## src/rtl/core/assert_macros.svh

```systemverilog
// Assertion macros for the block cache RTL.
// Included by files that carry concurrent checks; needs clk and rst_n in scope.
`ifndef ASSERT_MACROS_SVH
`define ASSERT_MACROS_SVH

// property checked on every rising clk edge, off while reset is asserted
`define LWBC_ASSERT(label, prop, msg) \
  label: assert property (@(posedge clk) disable iff (!rst_n) (prop)) else $error(msg);

// condition that must never be true
`define LWBC_NEVER(label, cond, msg) \
  `LWBC_ASSERT(label, !(cond), msg)

`endif

```

## src/rtl/core/lwbc_pkg.sv

```systemverilog
// Shared types and constants of the LRU write-back block cache.
// No dependencies; used by the controller, the datapath and the top level.
package lwbc_pkg;

  localparam int BLKNUM_W = 36;
  localparam int CFG_W    = 5;
  localparam int BYTE_W   = 8;
  localparam int STATUS_W = 2;

  typedef enum logic [1:0] {
    FUNC_WRITE = 2'd0,
    FUNC_READ  = 2'd1,
    FUNC_QUERY = 2'd2,
    FUNC_CLEAR = 2'd3
  } func_t;

  localparam logic [STATUS_W-1:0] ST_OK   = 2'd0;
  localparam logic [STATUS_W-1:0] ST_MISS = 2'd1;
  localparam logic [STATUS_W-1:0] ST_FULL = 2'd2;

  typedef struct packed {
    logic load_item;
    logic lookup;
    logic touch;
    logic rd_issue;
    logic res_miss;
    logic res_full;
    logic res_flag;
    logic res_rdata;
    logic clr_dirty;
    logic scan_clr;
    logic scan_step;
    logic drop_clean;
    logic alloc;
    logic clr_step;
    logic wr_byte;
    logic out_load;
  } cmd_t;

  typedef struct packed {
    func_t func;
    logic  last;
    logic  hit;
    logic  free_found;
    logic  clean_found;
    logic  scan_last;
    logic  clr_last;
    logic  over_max;
  } stat_t;

endpackage

```

## src/rtl/core/lwbc_ctrl.sv

```systemverilog
// Sequencer of the block cache: walks lookup, allocation, block clear,
// trim scans and result handoff. Depends on lwbc_pkg.
module lwbc_ctrl (
  input  logic            clk,
  input  logic            rst_n,
  input  logic            in_valid,
  output logic            in_ready,
  output logic            out_valid,
  input  logic            out_ready,
  output lwbc_pkg::cmd_t  cmd,
  input  lwbc_pkg::stat_t stat
);

  typedef enum logic [3:0] {
    S_IDLE, S_LOOK, S_DISP, S_SCAN, S_ADEC, S_ALLOC, S_CLEAR, S_WRITE,
    S_TRIM, S_TSCAN, S_TDEC, S_RDCAP, S_DONE
  } state_t;

  state_t state_r, state_nxt;
  logic   out_valid_r, out_valid_nxt;

  assign in_ready  = (state_r == S_IDLE);
  assign out_valid = out_valid_r;

  always_comb begin
    state_nxt     = state_r;
    cmd           = '0;
    out_valid_nxt = out_valid_r && !out_ready;
    unique case (state_r)
      S_IDLE: begin
        if (in_valid) begin
          cmd.load_item = 1'b1;
          state_nxt     = S_LOOK;
        end
      end
      S_LOOK: begin
        cmd.lookup = 1'b1;
        state_nxt  = S_DISP;
      end
      S_DISP: begin
        unique case (stat.func)
          lwbc_pkg::FUNC_WRITE: begin
            if (stat.hit) begin
              cmd.touch = 1'b1;
              state_nxt = S_WRITE;
            end else begin
              cmd.scan_clr = 1'b1;
              state_nxt    = S_SCAN;
            end
          end
          lwbc_pkg::FUNC_READ: begin
            if (stat.hit) begin
              cmd.touch    = 1'b1;
              cmd.rd_issue = 1'b1;
              state_nxt    = S_RDCAP;
            end else begin
              cmd.res_miss = 1'b1;
              state_nxt    = S_DONE;
            end
          end
          lwbc_pkg::FUNC_QUERY: begin
            cmd.res_flag = stat.hit;
            state_nxt    = S_DONE;
          end
          lwbc_pkg::FUNC_CLEAR: begin
            cmd.clr_dirty = stat.hit;
            state_nxt     = S_DONE;
          end
          default: state_nxt = S_DONE;
        endcase
      end
      S_SCAN: begin
        cmd.scan_step = 1'b1;
        if (stat.scan_last) begin
          state_nxt = S_ADEC;
        end
      end
      S_ADEC: begin
        priority if (stat.free_found) begin
          cmd.alloc = 1'b1;
          state_nxt = S_CLEAR;
        end else if (stat.clean_found) begin
          // make room: evict the least recent clean block, then allocate there
          cmd.drop_clean = 1'b1;
          state_nxt      = S_ALLOC;
        end else begin
          cmd.res_full = 1'b1;
          state_nxt    = S_TRIM;
        end
      end
      S_ALLOC: begin
        cmd.alloc = 1'b1;
        state_nxt = S_CLEAR;
      end
      S_CLEAR: begin
        cmd.clr_step = 1'b1;
        if (stat.clr_last) begin
          state_nxt = S_WRITE;
        end
      end
      S_WRITE: begin
        cmd.wr_byte = 1'b1;
        state_nxt   = S_TRIM;
      end
      S_TRIM: begin
        if (stat.last && stat.over_max) begin
          cmd.scan_clr = 1'b1;
          state_nxt    = S_TSCAN;
        end else begin
          state_nxt = S_DONE;
        end
      end
      S_TSCAN: begin
        cmd.scan_step = 1'b1;
        if (stat.scan_last) begin
          state_nxt = S_TDEC;
        end
      end
      S_TDEC: begin
        if (stat.clean_found) begin
          cmd.drop_clean = 1'b1;
          state_nxt      = S_TRIM;
        end else begin
          state_nxt = S_DONE;
        end
      end
      S_RDCAP: begin
        cmd.res_rdata = 1'b1;
        state_nxt     = S_DONE;
      end
      S_DONE: begin
        if (!out_valid_r || out_ready) begin
          cmd.out_load  = 1'b1;
          out_valid_nxt = 1'b1;
          state_nxt     = S_IDLE;
        end
      end
      default: state_nxt = S_IDLE;
    endcase
  end

  always_ff @(posedge clk) begin
    if (!rst_n) begin
      state_r     <= S_IDLE;
      out_valid_r <= 1'b0;
    end else begin
      state_r     <= state_nxt;
      out_valid_r <= out_valid_nxt;
    end
  end

endmodule

```

## config.mk

```make
export PLATFORM = sky130hd
export DESIGN_NAME = lwbc_ctrl
export DESIGN_NICKNAME = d
export VERILOG_FILES = /design/src/rtl/core/assert_macros.svh /design/src/rtl/core/lwbc_pkg.sv /design/src/rtl/core/lwbc_ctrl.sv
export SDC_FILE = /design/constraint.sdc
export NUM_CORES = 1
export LEC_CHECK = 0
export BUFFER_PORTS_ARGS = -buffer_cell sky130_fd_sc_hd__buf_4
export CORE_MARGIN = 1
export CORE_UTILIZATION = 25
export CTS_BUF_LIST = sky130_fd_sc_hd__clkbuf_4 sky130_fd_sc_hd__clkbuf_8
export DETAILED_ROUTE_END_ITERATION = 10
export PLACE_DENSITY = 0.55
export SLEW_MARGIN = 20
export SYNTH_ARGS = -nofsm -noshare
export SYNTH_HDL_FRONTEND = slang
export SYNTH_SLANG_ARGS = --single-unit
```

## constraint.sdc

```tcl
create_clock -name clk -period 1.85 [get_ports clk]
set_input_delay 0.37 -clock clk [delete_from_list [all_inputs] [get_ports clk]]
set_output_delay 0.37 -clock clk [all_outputs]
set_load 0.05 [all_outputs]
```

=== Word level (Yosys, flattened, before mapping) ===
Index checks and enable logic that the tools add are counted.

* Register bits: 5
* Output and inout port bits: 18
* Word-level logic and storage cells: 77

* Equal/unequal tests: 20
* Mux-type cells: 45
* Reductions and logical operators: 10

{| class="wikitable"
|+ Operators with widths
! operator !! count
|-
| one-hot mux 4 bit (13 select lines) || 1
|-
| two-way mux 4 bit || 7
|-
| two-way mux 1 bit || 25
|-
| equality test 4 bit (second input constant) || 5
|-
| equality test 4 x 3 -> 1 bit (second input constant) || 4
|-
| two-way mux 3 bit || 5
|-
| one-hot mux 4 bit (3 select lines) || 1
|-
| inequality test 2 bit (second input constant) || 5
|-
| equality test 4 x 2 -> 1 bit (second input constant) || 2
|-
| one-hot mux 1 bit (2 select lines) || 4
|-
| AND reduction 5 bit || 1
|-
| equality test 2 bit (second input constant) || 2
|-
| equality test 4 x 1 -> 1 bit (second input constant) || 1
|-
| logical NOT 4 bit || 1
|-
| two-way mux 2 bit || 2
|-
| OR reduction 2 bit || 2
|-
| equality test 2 x 1 -> 1 bit (second input constant) || 1
|-
| logical AND 1 bit || 2
|-
| logical NOT 1 bit || 2
|-
| logical NOT 2 bit || 1
|-
| logical OR 1 bit || 1
|}

=== Depth between registers and ports, before layout ===
* Depth in word-level cells: 4
* Mapped depth: 7
* Mapped depth without buffers: 5

=== Worst setup path before layout ===
Ideal clock, no wire load.

* Kind: reg-to-output
* Start point: register state_r[0]
* End point: output cmd[15] (netlist name)
* Arrival: 2325 ps
* Setup slack: -845 ps
* Cell stages (with the launch flop): 5
* Buffers on the path: 1
* Cells stage by stage: dfxtp_1 > or2_1 > buf_6 > nor3_1 > and2_1

{| class="wikitable"
|+ RTL lines
! what !! RTL line !! RTL
|-
| start, declared || lwbc_ctrl.sv:19 || <nowiki>state_t state_r, state_nxt;</nowiki>
|-
| start signal, assigned || lwbc_ctrl.sv:147 || <nowiki>state_r <= state_nxt;</nowiki>
|-
| end, declared || lwbc_ctrl.sv:10 || <nowiki>output lwbc_pkg::cmd_t cmd,</nowiki>
|}

==> reports/qor.yml <==
rsz0062_at_grt: "true"
fin_nets: 152
finalWorstSetupSlack_ns: -0.0190
tightest_slew_ns: 0.311
synth_top_area_share_pct: 16.7
area_growth_pct: 112
root_buffer: "clkbuf_4"
fin_crit_ns: 1.87
cp.depth: 5
core_um2: 2230
worstPathRequired_ns: 1.48
finalWeightedCongestion: 0.738
wl_per_cell_um: 12.6
rr_endpoint: "state_r[2]"
crit_fanout: 6
worst_path_largest_cell_delay_ns: 0.35
dieArea_um2: 2600
grt_max_degree: 10
synth_area_um2: 601
antennaDiodeCount: 0
htree_levels: 1
clk_pin_slew_ns: 0.04
crit_top_cell: "buf_6"
timing.critical_path.buf_inv: 3
place_hpwl_mm: 1.37
synth_area_leaders: "dfxtp_1 (17%), nand2_1 (6.9%), nand2b_1 (6.3%)"
slew_viol_final: 0
drive_gt1_share_pct: 61.6
final.period_utilization_pct: 101
final_common_cell: "buf_4"
peakVddDrop_uv: 917
num_rows: 17
gr-total-overflow: 0
seq_area_frac_synth_pct: 16.7
numCtsBuffers: 3
fin_worst_skew_ns: 0.00215
r2r-start: "state_r[3]"
p_leak_uw: 0.000579
hold_viol_final: 0
io_pins: 31
fp.dieH_um: 51.0
drtAntennaViolNets: 0
drt-total-wl_mm: 2.09
track_usage_pct: 16.1
routed-via-count: 843
maxCapViolCount: 0
start_util_pct: 26.9
end_kind: "output pin"
antenna_found_initial: 0
grt_pass1_vias: 715
worstPathCellList: "buf_6, buf_6, o31a_1, nor3b_2, buf_6"
clk_latency_ns: 0.23
yosys_warnings: 0
final_cell_mix: "buf_4 (39), buf_6 (12), nand2_1 (10)"
cts.path.max_buffers: 2
status: "finished, violations left"
grt_first_pass_wirelength_mm: 3.21
syn_inst: 86
synth_top_area_cell: "dfxtp_1"
r2r_cells: 7
drt-initial-drc-count: 9
die-width_um: 51.0
critical_path.slowest_cell: "dfxtp_4"
min_path_type: "input port to register"
port-buffer-count: 30
crit_end: "cmd[4]"
r2r_slack_ns: 0.12
worstSetupStartpoint: "state_r[3]"
syn_avg_cell_area_um2: 6.98
clock_sinks: 5
finalSetupViolCount: 4
max_slew_margin_pct: 79.2
first_pass_iters: 4
cts_tree: "done"
holdWs_ns: 0.414
place_ws_ns: 0.0360
max_freq_mhz: 535
power.density_nw_per_um2: 1490
worstPathArrival_ns: 1.50
synth.net_count: 99
synthDistinctLibCells: 40
ys_seq_elements: 5
worstSetupPathType: "register to output pin"
drc: 0
viasPerCell: 5.08
path_delay_family: "buffers and inverters"
critPathLaunchType: "register"
violations: "setup timing"
post-route-util_pct: 57.1
[area by class of cell]
cell class / count / area (um^2)
Clock buffer: 4 / 30.0
Sequential cell: 5 / 110
Fill cell: 220 / 957
Multi-Input combinational cell: 73 / 614
Timing Repair Buffer: 55 / 483
Inverter: 1 / 3.75
Tap cell: 28 / 35.0
[worst reg2reg max path: cells and delay by family (launching register included)]
| kind | cells | cell delay [ns] |
|---|---|---|
| AND/OR/NAND/NOR | 1 | 0.38 |
| AO/OA/AOI/OAI | 3 | 0.49 |
| buffers and inverters | 2 | 0.26 |
| flip-flops | 1 | 0.35 |
| XOR/XNOR | 1 | 0.20 |
[per-layer routing]
metal | track usage [%] | up-vias | wire length [um]
li1 | - | 418 | -
met1 | 19.5 | 394 | 875
met2 | 29.2 | 27 | 1090
met3 | 2.68 | 4 | 103
met4 | 3.70 | 0 | 18
met5 | 0 | - | 0
[timing repair]
item	4_1_cts	5_1_grt
setup buffers	10	5
pin swaps	5	7
setup endpoints to repair	12	13
gates resized for setup	23	15
hold buffers	0	0
cloned	0	0
[per-stage QoR]
| step | power [uW] | TNS [ns] | instances | cell area, um^2 |
|---|---|---|---|---|
| floorplan | 1030 | -1.30 | 86 | 674 |
| global placement | 1360 | 0 | 147 | 977 |
| detailed placement | 1350 | 0 | 147 | 977 |
| CTS | 1770 | -0.0873 | 161 | 1170 |
| global route | 2020 | -0.421 | 166 | 1280 |
| finish | 1900 | -0.0506 | 166 | 1280 |
[sequential cells by signal (all words and copies together), names as in the netlist]
signal / count
state_r: 4
out_valid: 1
[cells by family after synthesis]
kind of cell | count (synthesis) | share of synthesized area [%]
muxes | 1 | 1.67
DFF | 5 | 16.7
and+or+nand+nor | 50 | 45.0
xor gates and xnor gates | 2 | 2.92
AOI/OAI and AO/OA | 20 | 25.6
buffers and inverters | 8 | 8.12
[report_power, final]
group | internal, uW | switching (uW) | leakage (uW)
sequential | 158 | 46.0 | 0.0000430
combinational | 756 | 807 | 0.000517
clock | 95.8 | 39.5 | 0.0000184
[synth_stat cells]
| cell type | count |
|---|---|
| a21o_1 | 1 |
| a211o_1 | 2 |
| nand2_1 | 11 |
| or2_1 | 1 |
| nor3_1 | 4 |
| a311oi_2 | 1 |
| nand3_1 | 2 |
| nor2b_1 | 2 |
| nand4bb_1 | 1 |
| and2_1 | 1 |
| and3_1 | 1 |
| nor4_1 | 2 |
| a21oi_1 | 2 |
| o21bai_1 | 1 |
| mux2i_1 | 1 |
| nand2b_1 | 6 |
| or2_2 | 1 |
| buf_2 | 3 |
| buf_6 | 2 |
| dfxtp_1 | 5 |
| o21ai_0 | 3 |
| o31a_1 | 1 |
| a21boi_0 | 1 |
| nor3b_1 | 3 |
| xor2_1 | 1 |
| or3_1 | 1 |
| a21boi_1 | 1 |
| nor4b_1 | 2 |
| o22ai_1 | 1 |
| o31ai_1 | 2 |
| o311a_1 | 1 |
| o211a_1 | 1 |
| or3b_1 | 1 |
| inv_1 | 1 |
| xnor2_1 | 1 |
| nor2_1 | 10 |
| clkbuf_1 | 2 |
| nand3b_1 | 1 |
| a31o_1 | 1 |
| o21a_1 | 1 |
[worst min path at each step]
stage	startpoint	end	cells past startpoint
6_report	rst_n	state_r[3]	2
5_1_grt	rst_n	state_r[3]	2
4_1_cts	rst_n	state_r[3]	2
3_5_place_dp	out_valid	out_valid	2
3_3_place_gp	out_valid	out_valid	2
2_1_floorplan	rst_n	state_r[3]	1
(Power assumes the default switching activity.)
